File: src/rtl/core/length_prefixed_hit_record_deframer_macros.svh
// Assertion macros shared by the deframer RTL.
`ifndef LENGTH_PREFIXED_HIT_RECORD_DEFRAMER_MACROS_SVH
`define LENGTH_PREFIXED_HIT_RECORD_DEFRAMER_MACROS_SVH

// Same-cycle implication, checked outside reset.
`define LPHD_ASSERT_IMP(label, clk, rst, ante, cons) \
   label: assert property (@(posedge clk) disable iff (rst) (ante) |-> (cons)) \
      else $error("lphd assertion failed");

// Next-cycle implication, checked outside reset.
`define LPHD_ASSERT_NEXT(label, clk, rst, ante, cons) \
   label: assert property (@(posedge clk) disable iff (rst) (ante) |=> (cons)) \
      else $error("lphd assertion failed");

// Condition that must hold at every edge outside reset.
`define LPHD_ASSERT_ALWAYS(label, clk, rst, cond) \
   label: assert property (@(posedge clk) disable iff (rst) (cond)) \
      else $error("lphd assertion failed");

`endif

File: src/rtl/core/lphd_pkg.sv
// Types and constants of the length-prefixed hit record deframer.
`default_nettype none

package lphd_pkg;

   // Length byte value of a hit record (11 bytes including the length byte)
   localparam logic [7:0] HIT_LEN_BYTE = 8'd10;
   // Record bytes kept in storage: bytes 1 to 9 (byte 10 arrives last)
   localparam int unsigned REC_FIRST = 1;
   localparam int unsigned REC_LAST  = 9;
   localparam int unsigned POS_W     = 8;
   localparam int unsigned RSP_W     = 80;

   // Masks used when unpacking
   localparam logic [7:0] PAYLOAD_MASK  = 8'h07;
   localparam logic [7:0] LOCATION_MASK = 8'h3f;
   localparam logic [7:0] TOT_HI_MASK   = 8'h0f;

   typedef struct packed {
      logic [7:0]  layer;
      logic [4:0]  chip_id;
      logic [2:0]  payload_code;
      logic [5:0]  location;
      logic        is_column;
      logic [7:0]  hit_time;
      logic [11:0] time_over_threshold;
      logic [31:0] fpga_time;
   } hit_type;

   // Parser result toward the output register
   typedef struct packed {
      logic    valid;
      hit_type hit;
   } hit_result_type;

endpackage

`default_nettype wire

File: src/rtl/core/lphd_parser.sv
// Record parser: position and length tracking, record byte storage, hit unpacking.
`default_nettype none

`include "length_prefixed_hit_record_deframer_macros.svh"

module lphd_parser (
   input  wire logic                   clock,
   input  wire logic                   reset,
   input  wire logic                   byte_take,
   input  wire logic [7:0]             data_byte,
   input  wire logic                   packet_end,
   output lphd_pkg::hit_result_type    result
);

   logic [lphd_pkg::POS_W-1:0] pos_ff, pos_in;
   logic [7:0]                 len_ff, len_in;
   logic [7:0]                 rec_ff [lphd_pkg::REC_FIRST:lphd_pkg::REC_LAST];
   logic [7:0]                 len_now;
   logic                       complete;

   // Length byte is taken from the stream at position zero
   always_comb begin
      len_now  = (pos_ff == '0) ? data_byte : len_ff;
      complete = (pos_ff >= len_now);
      len_in   = len_now;
      pos_in   = pos_ff;
      if (byte_take) begin
         if (complete || packet_end) begin
            pos_in = '0;
         end else begin
            pos_in = pos_ff + lphd_pkg::POS_W'(1);
         end
      end
   end

   // Control state
   always_ff @(posedge clock) begin
      if (reset) begin
         pos_ff <= '0;
         len_ff <= '0;
      end else begin
         pos_ff <= pos_in;
         if (byte_take) begin
            len_ff <= len_in;
         end
      end
   end

   // Record bytes, each slot written at its own position
   always_ff @(posedge clock) begin
      for (int i = lphd_pkg::REC_FIRST; i <= lphd_pkg::REC_LAST; i++) begin
         if (byte_take && pos_ff == lphd_pkg::POS_W'(i)) begin
            rec_ff[i] <= data_byte;
         end
      end
   end

   // Unpack a completed hit record; the current byte is record byte 10
   always_comb begin
      result.valid = byte_take && complete && (len_now == lphd_pkg::HIT_LEN_BYTE);
      result.hit.layer        = rec_ff[1];
      result.hit.chip_id      = rec_ff[2][7:3];
      result.hit.payload_code = 3'(rec_ff[2] & lphd_pkg::PAYLOAD_MASK);
      result.hit.location     = 6'(rec_ff[3] & lphd_pkg::LOCATION_MASK);
      result.hit.is_column    = rec_ff[3][7];
      result.hit.hit_time     = rec_ff[4];
      result.hit.time_over_threshold =
         {4'(rec_ff[5] & lphd_pkg::TOT_HI_MASK), rec_ff[6]};
      result.hit.fpga_time    = {rec_ff[7], rec_ff[8], rec_ff[9], data_byte};
   end

   // Inside a record the position never runs past the length byte
   `LPHD_ASSERT_ALWAYS(a_pos_within_len, clock, reset, pos_ff == '0 || pos_ff <= len_ff)
   // A hit only comes out on byte 10 of an 11-byte record
   `LPHD_ASSERT_IMP(a_hit_at_byte10, clock, reset, result.valid,
      pos_ff == lphd_pkg::HIT_LEN_BYTE && len_ff == lphd_pkg::HIT_LEN_BYTE)
   // A taken end-of-packet byte restarts at a length byte
   `LPHD_ASSERT_NEXT(a_end_restarts, clock, reset, byte_take && packet_end, pos_ff == '0)

endmodule

`default_nettype wire

File: src/rtl/core/lphd_out_reg.sv
// Result register holding one unpacked hit for the result channel.
`default_nettype none

module lphd_out_reg (
   input  wire logic                   clock,
   input  wire logic                   reset,
   input  wire logic                   load,
   input  wire lphd_pkg::hit_result_type result,
   input  wire logic                   out_ready,
   output logic                        out_valid,
   output lphd_pkg::hit_type           out_hit,
   output logic                        slot_free
);

   logic               valid_ff, valid_in;
   lphd_pkg::hit_type  hit_ff;

   assign slot_free = !valid_ff || out_ready;

   // Valid flag: loaded on a parser step, cleared once taken
   always_comb begin
      if (load) begin
         valid_in = result.valid;
      end else begin
         valid_in = valid_ff && !out_ready;
      end
   end

   always_ff @(posedge clock) begin
      if (reset) begin
         valid_ff <= 1'b0;
      end else begin
         valid_ff <= valid_in;
      end
   end

   // Payload needs no reset
   always_ff @(posedge clock) begin
      if (load && result.valid) begin
         hit_ff <= result.hit;
      end
   end

   assign out_valid = valid_ff;
   assign out_hit   = hit_ff;

endmodule

`default_nettype wire

File: src/rtl/core/length_prefixed_hit_record_deframer.sv
// Top level of the length-prefixed hit record deframer.
// A hit's last record byte passes from the input register through the parser into
// the result register, which drives rsp.
// Throughput: one byte per cycle; the input register advances whenever the
// result register is empty or its hit is being taken in the same cycle.
// Reset (synchronous, active high) empties both registers and sets the parser
// to expect a length byte.
`default_nettype none

`include "length_prefixed_hit_record_deframer_macros.svh"

module length_prefixed_hit_record_deframer (
   input  wire logic        clock,
   input  wire logic        reset,
   input  wire logic        req_tvalid,
   output logic             req_tready,
   input  wire logic [7:0]  req_tdata,   // [7:0] data_byte
   input  wire logic        req_tlast,   // packet_end
   output logic             rsp_tvalid,
   input  wire logic        rsp_tready,
   // [7:0] layer, [12:8] chip_id, [15:13] payload_code, [21:16] location,
   // [22] is_column, [30:23] hit_time, [42:31] time_over_threshold,
   // [74:43] fpga_time, [79:75] zero
   output logic [lphd_pkg::RSP_W-1:0] rsp_tdata
);

   logic                     in_valid_ff, in_valid_in;
   logic [7:0]               in_byte_ff;
   logic                     in_end_ff;
   logic                     slot_free;
   logic                     step;
   lphd_pkg::hit_result_type result;
   lphd_pkg::hit_type        out_hit;

   // Input register advances when the parser can step
   assign step       = in_valid_ff && slot_free;
   assign req_tready = !in_valid_ff || slot_free;

   always_comb begin
      if (req_tready) begin
         in_valid_in = req_tvalid;
      end else begin
         in_valid_in = in_valid_ff;
      end
   end

   always_ff @(posedge clock) begin
      if (reset) begin
         in_valid_ff <= 1'b0;
      end else begin
         in_valid_ff <= in_valid_in;
      end
   end

   always_ff @(posedge clock) begin
      if (req_tvalid && req_tready) begin
         in_byte_ff <= req_tdata;
         in_end_ff  <= req_tlast;
      end
   end

   lphd_parser u_parser (
      .clock      (clock),
      .reset      (reset),
      .byte_take  (step),
      .data_byte  (in_byte_ff),
      .packet_end (in_end_ff),
      .result     (result)
   );

   lphd_out_reg u_out_reg (
      .clock     (clock),
      .reset     (reset),
      .load      (step),
      .result    (result),
      .out_ready (rsp_tready),
      .out_valid (rsp_tvalid),
      .out_hit   (out_hit),
      .slot_free (slot_free)
   );

   // Pack the hit, first field in the low bits
   assign rsp_tdata = {5'b0,
                       out_hit.fpga_time,
                       out_hit.time_over_threshold,
                       out_hit.hit_time,
                       out_hit.is_column,
                       out_hit.location,
                       out_hit.payload_code,
                       out_hit.chip_id,
                       out_hit.layer};

   // Input stalls only when both registers are full and the hit is not taken
   `LPHD_ASSERT_IMP(a_stall_cause, clock, reset, !req_tready,
      in_valid_ff && rsp_tvalid && !rsp_tready)
   // A new result only follows a parser step
   `LPHD_ASSERT_IMP(a_result_from_step, clock, reset, $rose(rsp_tvalid), $past(step))

endmodule

`default_nettype wire
File: config.mk
export PLATFORM = sky130hd
export DESIGN_NAME = length_prefixed_hit_record_deframer
export DESIGN_NICKNAME = d
export VERILOG_FILES = /design/src/rtl/core/lphd_pkg.sv /design/src/rtl/core/lphd_parser.sv /design/src/rtl/core/lphd_out_reg.sv /design/src/rtl/core/length_prefixed_hit_record_deframer.sv
export VERILOG_INCLUDE_DIRS = /design/src /design/src/rtl/core
export SDC_FILE = /design/constraint.sdc
export NUM_CORES = 1
export LEC_CHECK = 0
export ABC_AREA = 1
export BUFFER_PORTS_ARGS = -buffer_cell sky130_fd_sc_hd__buf_4
export CAP_MARGIN = 0
export CORE_UTILIZATION = 55
export DETAILED_ROUTE_END_ITERATION = 12
export HOLD_SLACK_MARGIN = 0.1
export PLACE_DENSITY = 0.78
export SYNTH_ARGS = -nofsm -noshare
export SYNTH_HDL_FRONTEND = slang
export SYNTH_SLANG_ARGS = --single-unit
File: constraint.sdc
create_clock -name clock -period 9.8 [get_ports clock]
set_input_delay 1.47 -clock clock [delete_from_list [all_inputs] [get_ports clock]]
set_output_delay 1.47 -clock clock [all_outputs]
set_load 0.02 [all_outputs]
# Yosys cells after proc, flatten, opt, wreduce, memory -nomap -nowiden
# Memories as Yosys holds them, arrays and structs flattened. A register that Yosys moved wholly into a read port is not among the register bits.
# Cells that the tools add are included.
[word_totals]
register_bits = 59
output_inout_bits = 82
ramBits = 72
in_bits = 13
wordCells = 95
n_memories = 1
[mem_list]
columns = ["memory", "words", "width", "rd", "rd_ports_with_merged_regs", "wr", "line", "rtl"]
rows = [
  ["u_parser.rec_ff", 9, 8, 9, 9, 1, "lphd_parser.sv:17", "logic [7:0] rec_ff [lphd_pkg::REC_FIRST:lphd_pkg::REC_LAST];"],
]
[op_classes]
n_lt_le_gt_ge = 1
muxes = 45
reduce_logical = 30
n_eq_ne = 10
addsub = 1
[ops]
columns = ["op", "count"]
rows = [
  ["$mux W8", 10],
  ["$reduce_or A8 Y1", 8],
  ["$eq A8 B3 Y1 const B", 4],
  ["$mux W4", 8],
  ["$mux W1", 27],
  ["$eq A8 B4 Y1 const B", 3],
  ["$eq A8 B2 Y1 const B", 2],
  ["$logic_and A1 B1 Y1", 15],
  ["$add A8 B1 Y8 const B", 1],
  ["$eq A8 B1 Y1 const B", 1],
  ["$ge A8 B8 Y1", 1],
  ["$logic_not A8 Y1", 1],
  ["$logic_not A1 Y1", 3],
  ["$logic_or A1 B1 Y1", 3],
]

# Logic depth before layout (Yosys ltp)
# Gate-level depths: netlist (run 1).
[depth]
ltp_word = 15
depth_mapped = 20
mapped_depth_nobuf = 20

# Modules after synthesis
# Synthesis (run 1) repeated with hierarchy kept, for this count alone.
[unflattened]
hier_cells = 364
area_unflattened_um2 = 5978.2
[modules_own_cells]
columns = ["module", "area_per_inst_um2", "instances", "seq_area_each_um2", "cells_per_inst"]
rows = [
  ["lphd_parser", 3301.9, 1, 2332.2, 258],
  ["lphd_out_reg", 2309.7, 1, 2272.2, 83],
  ["length_prefixed_hit_record_deframer", 366.6, 1, 290.3, 23],
]

# Least setup slack after synthesis (run 1)
# No wires, ideal clock.
[synth_timing]
path_type = "input-to-reg"
from = "input rsp_tready"
to = "register, netlist name rsp_tdata[0]"
setup_slack_ns = 2.046
required_ns = 9.199
cell_stages = 7
arrival_time_ns = 7.153
setup_ns = 0.601
path_cell_list = "nor2_1 -> inv_1 -> nand2_1 -> inv_2 -> buf_2 -> nand2_1 -> nor3_1"
[synth_via]
elab_chain_cells = 5
[synth_rtl]
columns = ["item", "line", "rtl"]
rows = [
  ["start: declaration", "length_prefixed_hit_record_deframer.sv:20", "input wire logic rsp_tready,"],
  ["$logic_or A1 B1 Y1 (*)", "lphd_out_reg.sv:18", "assign slot_free = !valid_ff || out_ready;"],
  ["$logic_and A1 B1 Y1 (*)", "length_prefixed_hit_record_deframer.sv:36", "assign step = in_valid_ff && slot_free;"],
  ["$logic_and A1 B1 Y1 (2 in series)", "lphd_parser.sv:60", "result.valid = byte_take && complete && (len_now == lphd_pkg::HIT_LEN_BYTE);"],
  ["$logic_and A1 B1 Y1 (*)", "lphd_out_reg.sv:39", "if (load && result.valid) begin"],
]
# Every way passes the cells marked *; elsewhere a longest branch is shown, timed or not.
# A chain may end at the register's enable or synchronous reset.

# Final worst setup path (run 1)
[layout_timing]
from = "register u_parser.pos_ff[0] (netlist name)"
to = "register, netlist name rsp_tdata[41]"
[layout_via]
elab_chain_cells = 6
word_cells_on_any_way = 7
[layout_rtl]
columns = ["item", "line", "rtl"]
rows = [
  ["start: declaration", "lphd_parser.sv:15", "logic [lphd_pkg::POS_W-1:0] pos_ff, pos_in;"],
  ["start signal: assignment", "lphd_parser.sv:42", "pos_ff <= pos_in;"],
  ["$logic_not A8 Y1", "lphd_parser.sv:23", "len_now = (pos_ff == '0) ? data_byte : len_ff;"],
  ["$mux W8", "lphd_parser.sv:23", ""],
  ["$ge A8 B8 Y1", "lphd_parser.sv:24", "complete = (pos_ff >= len_now);"],
  ["$logic_and A1 B1 Y1", "lphd_parser.sv:60", ""],
  ["$logic_and A1 B1 Y1 (*)", "lphd_parser.sv:60", ""],
  ["$logic_and A1 B1 Y1 (*)", "lphd_out_reg.sv:39", ""],
]
# Marks and branches as above.

==> run_results.csv, run 1 <==
group,metric,value,unit
cts,clock-root-buffer,"clkbuf_8",
final_layout,synthToLayoutAreaGrowth,23.9,%
min_path,hold_path.class,"reg2reg",
yosys,ys_ff_latch,169,
critical_path,timing.rr.end,"rsp_tdata[41]",
global_routing,grt_max_degree,76,
floorplan,die-width,105,um
final_layout,final_nets,485,
route,dr.pass1.iters,5,
timing,max_freq,289,MHz
timing,relSlewSlack,24.4,%
route,via_per_inst,5.03,
outcome,outcome,"finished, final reports clean",
pwr,pwr_density_cell,203,mW/mm^2
min_path,min_delay_path_depth,0,
yosys,async_flop_share,0,%
floorplan,die_area,0.0111,mm^2
yosys,ys_seq_area_share,83.3,%
global_routing,grt_pass1_wl,15700,um
yosys,ys_top_cells_by_area,"edfxtp_1 (77%), dfxtp_1 (6.1%), nand2_1 (3.1%)",
global_routing,first_global_vias,3012,
yosys,ys_warn_count,0,
timing,worstMarginPinSlew,1.13,ns
global_routing,antenna_found_initial,0,
yosys,synthesis.area,0.00588,mm^2
yosys,synth_common_cells,"edfxtp_1 (151), nand2_1 (49), inv_1 (40), dfxtp_1 (18), nor2_1 (16)",
floorplan,fp-row-count,37,
min_path,hp-start,"u_parser.rec_ff[0][60]",
yosys,netlist_instances,353,
yosys,ys.flop_type,"edfxtp_1",
critical_path,r2r_cells,18,
place,io_buffers,89,
yosys,synth_edf_count,151,
final_layout,final_area,0.00728,mm^2
timing,whs,0.415,ns
floorplan,initial_core_util,56.9,%
critical_path,end_kind,"flip-flop",
route,wl_per_cell,17.2,um
place,gp_congestion,0.923,
yosys,yosysTopAreaCell,"edfxtp_1",
yosys,ys_types,28,
floorplan,num_io_pins,95,
critical_path,arrival,3.60,ns
yosys,avgSynthCellArea,16.6,um^2
final_layout,drive_gt1_share,30.0,%
cts,cts.clk_slew.worst_paths,0.07,ns
final_layout,n_fill_cell,613,
cts,holdBufCountCts,0,
cts,numCtsBuffers,17,
cts,clock_path_buffers,2,
final_layout,n_antenna_cell,0,
critical_path,required,9.94,ns
timing,rsz0062_at_grt,"no",
critical_path,crit_fanout,75,
floorplan,core_area,0.0103,mm^2
route,wl,10500,um
place,post-dp-hpwl,6320,um
flow_run,max_cap_viol_count,0,
cts,cts_tree,"built",
cts,cts.sinks,169,
route,post-route-drc-count,0,
pwr,cellLeakagePower,2.77,nW
floorplan,die_h,105,um
pwr,ir_drop,111,uV
critical_path,reg2reg_slack,6.34,ns
route,vias,3062,
global_routing,grt_usage,20.2,%
cts,h-tree-depth,4,
min_path,worstHoldEndpoint,"rsp_tdata[71]",
timing,hold_viol_final,0,
place,dpl-instance-area,0.00670,mm^2
cts,post-cts-setup-buffers,0,
cts,ctsResizeCount,0,
critical_path,start_kind,"flip-flop",
critical_path,reg2reg_from,"u_parser.pos_ff[0]",
yosys,yosysMostFrequentCell,"edfxtp_1",
route,drtIter0Drc,186,
pwr,power,0.00148,W
timing,slew_viol_final,0,
timing,fin_skew,0.00851,ns
yosys,yosysTopAreaCellShare,77.2,%
timing,fin_crit_sh,35.3,%
route,ant_nets,0,
timing,fin_crit,3.46,ns
cts,insertion_delay,0.52,ns
critical_path,worstSetupPathType,"reg2reg",
timing,setup_viol,0,
timing,tns,0,ns
global_routing,grt_overflow,0,
cells by family (layout without fill, tap and decap cells):
logic type      after synthesis  after routing  synth area share [%]
compound gates               19             19                  2.13
xor+xnor                      4              4                 0.596
fa+ha+maj                    12             12                  2.56
buf+inv                      50            166                  3.53
flops                       169            169                  83.3
other cells                   1              5                0.0638
simple gates                 98             98                  7.82
layout make-up:
class / instances / area, um^2 / share of cell area, %
clock inverter: 15 / 165 / 2.27
multi-input combinational: 138 / 793 / 10.9
clock buffer: 17 / 414 / 5.69
timing repair buffer: 91 / 683 / 9.38
tap: 136 / 170 / 2.34
sequential: 169 / 4890 / 67.2
inverter: 43 / 161 / 2.22
state kept, by name, indices dropped and copies added, names as in the netlist:
| signal | flops |
|---|---|
| in_byte_ff | 8 |
| in_end_ff | 1 |
| in_valid_ff | 1 |
| rsp_tdata | 67 |
| u_out_reg.out_hit | 8 |
| u_out_reg.out_valid | 1 |
| u_parser.len_ff | 8 |
| u_parser.pos_ff | 8 |
| u_parser.rec_ff | 67 |
stage by stage:
stage	setup slack [ns]	util [%]	cells
6_report	6.34	70.5	609
5_1_grt	6.03	70.5	609
4_1_cts	6.37	70.5	609
3_5_place_dp	6.16	64.9	577
3_3_place_gp	6.24	64.9	577
2_1_floorplan	2.05	-	357
power breakdown:
group / switching, W / internal [W]
sequential: 0.00000935 / 0.000785
clock: 0.000279 / 0.000369
combinational: 0.0000246 / 0.0000132
total: 0.000313 / 0.00117
cells in the final DEF, fill, tap and decap left out:
cell | synthesis | layout
edfxtp_1 | 151 | 151
buf_4 | 5 | 91
nand2_1 | 49 | 49
inv_1 | 40 | 40
dfxtp_1 | 18 | 18
nor2_1 | 16 | 16
clkbuf_16 | 0 | 16
ha_1 | 12 | 12
nand2_2 | 8 | 8
nand3_1 | 8 | 8
o211ai_1 | 8 | 8
nor3_1 | 8 | 7
a21oi_1 | 5 | 5
conb_1 | 1 | 5
inv_6 | 0 | 5
clkinv_4 | 0 | 4
o21ai_0 | 3 | 3
nand4_1 | 3 | 3
xor2_1 | 3 | 3
clkinv_2 | 0 | 3
nor2_2 | 2 | 2
nand2_4 | 2 | 2
inv_2 | 2 | 2
bufinv_16 | 0 | 2
nor2_4 | 1 | 1
nor2_8 | 1 | 1
o21ai_2 | 1 | 1
a21o_1 | 1 | 1
nor3_2 | 0 | 1
clkinv_1 | 1 | 1
a21oi_2 | 1 | 1
xnor2_1 | 1 | 1
clkbuf_8 | 0 | 1
inv_8 | 0 | 1
metal layers:
metal	part of all wire, %	track usage (%)
met4	3.3	11.4
met3	6.4	5.94
met5	0	0
met2	50	32.7
met1	41	24.3
critical path, stage by stage (launching register included):
cell and delay (ns):
dfxtp_1 0.42, inv_1 0.13, ha_1 0.28, nand2_4 0.13, inv_1 0.06, nand2_2 0.13, nand2_1 0.07, nand2_1 0.10
inv_1 0.08, ha_1 0.29, nand2_1 0.06, inv_1 0.07, nand2_1 0.05, nand2_1 0.05, nand2_1 0.04, nand3_1 0.09
nand4_1 0.11, nor3_2 0.12, buf_4 0.71
worst max-delay path by stage:
stage / start / end / slack (ns)
global placement: rsp_tready / rsp_tdata[10] / 6.24
floorplan: rsp_tready / rsp_tdata[0] / 2.05
finish: u_parser.pos_ff[0] / rsp_tdata[41] / 6.34
global route: u_parser.pos_ff[0] / rsp_tdata[39] / 6.03
CTS: rsp_tready / req_tready / 6.37
detailed placement: rsp_tready / rsp_tdata[40] / 6.16
Power figures use the tool's default switching activity.
==> inputs of run 2 (changes only) <==
Clock period 9.8 ns to 3.5 ns, I/O delays scaled along.
==> run_results.csv, run 2 (same netlist as run 1, synthesis figures left out) <==
group,metric,value,unit
critical_path,start_kind,"flip-flop",
cts,ctsResizeCount,0,
final_layout,final_util,71.4,%
timing,fin_crit,2.87,ns
critical_path,crit_chain,"nor2_4 > nand2_4 > inv_2 > nand2_4 > nand2_1 > nand2_1 > inv_1 > ha_1 > nand2_1 > inv_1 > nand2_1 > nand2_1 > nand2_1 > nand3_2 > nand4_1 > nor3_4 > buf_12",
floorplan,num_io_pins,95,
floorplan,initial_core_util,56.9,%
floorplan,die_h,105,um
cts,clock_path_buffers,2,
cts,holdBufCountCts,0,
place,post-dp-hpwl,6960,um
route,ant_nets,0,
floorplan,die-width,105,um
flow_run,max_cap_viol_count,0,
route,dr.pass1.iters,5,
place,dpl-instance-area,0.00682,mm^2
global_routing,grt_max_degree,76,
route,drtIter0Drc,229,
pwr,power,0.00408,W
floorplan,die_area,0.0111,mm^2
critical_path,crit_fanout,75,
timing,whs,0.160,ns
critical_path,critPathMaxStageDelay,0.55,ns
critical_path,end_kind,"flip-flop",
critical_path,worstSetupPathType,"reg2reg",
outcome,outcome,"finished, final reports clean",
final_layout,final_area,0.00737,mm^2
pwr,ir_drop,312,uV
global_routing,grt_overflow,0,
critical_path,arrival,3.05,ns
pwr,cellLeakagePower,2.83,nW
timing,fin_skew,0.0102,ns
critical_path,critPathSlowestCell,"dfxtp_1",
cts,numCtsBuffers,17,
pwr,pwr_density_cell,553,mW/mm^2
route,via_per_inst,5.14,
final_layout,n_antenna_cell,0,
timing,setup_viol,0,
floorplan,core_area,0.0103,mm^2
cts,post-cts-setup-buffers,0,
critical_path,required,3.68,ns
cts,h-tree-depth,4,
route,wl_met1,4500,um
cts,clock-root-buffer,"clkbuf_8",
critical_path,cpMostUsedCell,"nand2_1",
cts,cts.sinks,169,
place,gp_congestion,0.919,
final_layout,drive_gt1_share,32.6,%
cts,cts_tree,"built",
final_layout,synthToLayoutAreaGrowth,25.5,%
min_path,hold_path.class,"in2reg",
timing,hold_viol_final,0,
route,met2_length,5930,um
timing,fin_crit_sh,81.9,%
timing,relSlewSlack,48.0,%
final_layout,n_fill_cell,617,
route,wl,11400,um
global_routing,antenna_found_initial,0,
route,topRoutingLayerUsed,"met4",
route,post-route-drc-count,0,
global_routing,grt_usage,22.4,%
route,wl_per_cell,18.4,um
floorplan,fp-row-count,37,
route,vias,3175,
final_layout,final_nets,494,
timing,worstMarginPinSlew,0.778,ns
cts,insertion_delay,0.53,ns
timing,max_freq,349,MHz
cts,cts.clk_slew.worst_paths,0.07,ns
final_layout,final_cell_mix,"edfxtp_1 (151), buf_4 (99), nand2_1 (49)",
route,wl_met3,598,um
global_routing,grt_pass1_wl,17400,um
place,io_buffers,89,
timing,slew_viol_final,0,
final_layout,layout_commonest_cell,"edfxtp_1",
timing,rsz0062_at_grt,"no",
global_routing,first_global_vias,3205,
## run 2: changes by cell type in the layout (fill, tap and decap cells not counted), sizes merged
cell,change
inv,-1
bufinv,-1
clkinv,-1
clkinvlp,+3
buf,+9
## run 2: metrics by stage
stage                     std cells  setup slack [ns]  setup TNS (ns)
after floorplan                 357            -0.468          -35.09
final                           618             0.632               0
after global routing            618             0.399               0
after detailed placement        586             0.657               0
after CTS                       618             0.647               0
after global placement          586             0.757               0
## run 2: layout make-up
| cell class | instances | area (um^2) | share of cell area (%) |
|---|---|---|---|
| multi-input cells | 138 | 822 | 11.2 |
| repair buffers | 100 | 763 | 10.4 |
| inverters | 43 | 161 | 2.19 |
| clock buffers | 17 | 414 | 5.62 |
| flip-flops and latches | 169 | 4900 | 66.5 |
| well taps | 136 | 170 | 2.31 |
| clock inverters | 15 | 141 | 1.92 |
## run 2: per-layer routing
metal / track usage [%] / up-vias
met4: 11.2 / 0
met2: 37.9 / 153
met5: 0 / -
met3: 6.49 / 24
li1: - / 1470
met1: 26.1 / 1528
## run 2: worst paths after layout
check,startpoint,to,slack (ns),cells after the start
max,u_parser.pos_ff[2],rsp_tdata[22],0.63,17
min reg2reg,u_parser.rec_ff[0][15],rsp_tdata[7],0.41,0
max reg2reg,u_parser.pos_ff[2],rsp_tdata[22],0.63,17
min,reset,u_out_reg.out_valid,0.16,2
## run 2: worst max-delay path: cells and delay by family (launching register included)
kind | cells | cell delay, ns
fa+ha+maj | 1 | 0.29
flops | 1 | 0.55
simple gates | 12 | 1.09
buf+inv | 4 | 0.54
## run 2: report_power, final
group	total, W	internal, W	switching, W
registers	0.00222	0.00220	0.0000178
clock network	0.00174	0.000957	0.000783
logic	0.000122	0.0000408	0.0000810
total	0.00408	0.00320	0.000881
==> inputs of run 3 (changes only) <==
Settings changed: CORE_UTILIZATION 55 to 50, PLACE_DENSITY 0.78 to 0.75.
Clock period 3.5 ns to 2.5 ns, I/O delays scaled along.
==> run_results.csv, run 3 (same netlist as run 1, synthesis figures left out) <==
group,metric,value,unit
route,ant_nets,0,
global_routing,grt_pass1_wl,18500,um
route,drtIter0Drc,280,
route,dr.pass1.iters,4,
final_layout,regArea,0.00490,mm^2
route,wl_per_cell,18.1,um
floorplan,die_h,110,um
place,dp_slack,-0.198,ns
cts,clock_path_buffers,2,
cts,cts_tree,"built",
pwr,cellLeakagePower,3.14,nW
global_routing,antenna_found_initial,0,
cts,cts.clk_slew.worst_paths,0.06,ns
min_path,hold_path.class,"in2reg",
timing,worst_slack,-0.235,ns
final_layout,synthToLayoutAreaGrowth,38.0,%
final_layout,drive_gt1_share,44.3,%
cts,holdBufCountCts,0,
critical_path,reg2reg_slack,-0.24,ns
place,post-dp-hpwl,7120,um
floorplan,num_io_pins,95,
timing,hold_viol_final,0,
floorplan,die_area,0.0122,mm^2
cts,h-tree-depth,4,
timing,setup_viol,78,
critical_path,arrival,2.87,ns
cts,cts.sinks,169,
critical_path,required,2.64,ns
place,gp_congestion,0.915,
route,post-route-drc-count,0,
floorplan,core_area,0.0114,mm^2
route,via_per_inst,5.06,
critical_path,worstSetupPathType,"reg2reg",
timing,fin_crit,2.74,ns
floorplan,fp-row-count,39,
final_layout,multiInputGateArea,0.00100,mm^2
global_routing,first_global_vias,3430,
global_routing,grt_overflow,0,
pwr,pwr_density_cell,737,mW/mm^2
timing,slew_viol_final,0,
global_routing,grt_max_degree,38,
timing,fin_skew,0.0142,ns
timing,rsz0062_at_grt,"yes",
cts,clock-root-buffer,"clkbuf_16",
place,io_buffers,89,
timing,tns,-13.55,ns
critical_path,end_kind,"flip-flop",
floorplan,initial_core_util,51.5,%
flow_run,max_cap_viol_count,0,
critical_path,start_kind,"flip-flop",
critical_path,crit_fanout,5,
timing,max_freq,366,MHz
global_routing,grt_usage,20.7,%
route,wl,12200,um
route,vias,3423,
outcome,violations,"negative setup slack",
final_layout,layout_commonest_cell,"edfxtp_1",
floorplan,die-width,110,um
final_layout,final_cell_mix,"edfxtp_1 (151), buf_4 (141), nand2_1 (37)",
outcome,outcome,"finished with violations",
cts,insertion_delay,0.42,ns
final_layout,n_fill_cell,705,
timing,fin_crit_sh,109,%
cts,numCtsBuffers,17,
final_layout,n_antenna_cell,0,
pwr,ir_drop,577,uV
final_layout,final_nets,545,
[run 3: cell count changes in the layout (fill, tap and decap cells not counted), sizes merged]
cell      before  now
buf          100  149
bufinv         1    2
clkbuf        17   19
clkinv         7    8
clkinvlp       3    2
inv           47   45
nor2          20   21
[run 3: path summary, 6_finish.rpt]
kind	startpoint	end	cells past startpoint
worst min register to register	u_parser.rec_ff[0][77]	rsp_tdata[56]	0
worst max-delay path	u_parser.pos_ff[1]	rsp_tdata[14]	20
worst min-delay path	reset	u_out_reg.out_valid	2
worst max register to register	u_parser.pos_ff[1]	rsp_tdata[14]	20
[run 3: worst max-delay path, stage by stage (launching register included)]
cell     delay [ns]
dfxtp_4        0.35
inv_4          0.06
ha_4           0.16
nand2_8        0.08
nor2_8         0.18
nand2_2        0.07
nand2_2        0.08
inv_2          0.06
ha_4           0.26
nand2_2        0.05
inv_2          0.05
nand2_1        0.05
nand2_1        0.06
nand2_1        0.07
nand3_2        0.07
nand4_1        0.13
nor3_4         0.19
buf_12         0.16
buf_8          0.11
buf_6          0.10
buf_12         0.10
[run 3: what timing repair did]
action / in CTS / in global routing
setup endpoints to repair: 77 / 83
resized for setup: 23 / 26
gates cloned: 4 / 1
pin swaps: 4 / 8
hold endpoints to repair: 0 / 0
setup buffers: 13 / 5
[run 3: layout make-up]
cell class                 count  area share (%)
inverter                      43            2.08
tap                          143            2.21
clock buffer                  18            5.29
sequential                   169            60.4
timing repair buffer         150            15.5
clock inverter                14            2.07
multi-input combinational    139            12.4
[run 3: layer usage]
metal / GRT usage (%) / vias up / share of wire (%)
met3: 6.09 / 36 / 7.0
met4: 9.51 / 0 / 3.0
met5: 0 / - / 0
li1: - / 1573 / -
met2: 33.5 / 175 / 50
met1: 25.8 / 1639 / 40
[run 3: per-stage QoR]
stage | instance area (um^2) | hold slack [ns] | cells | utilization (%) | total power, W
global route | 8110 | 0.105 | 676 | 71.0 | 0.00615
detailed placement | 7060 | 0.405 | 622 | 61.8 | 0.00336
finish | 8110 | 0.120 | 676 | 71.0 | 0.00597
floorplan | 5930 | 0.400 | 357 | - | 0.00327
CTS | 7960 | 0.104 | 670 | 69.7 | 0.00595
global placement | 7060 | 0.400 | 622 | 61.8 | 0.00336
[run 3: power by group]
part           switching [W]  internal, W  total (W)
logic               0.000167     0.000121   0.000288
clock network        0.00110      0.00150    0.00260
registers          0.0000130      0.00308    0.00309
total                0.00128      0.00469    0.00597
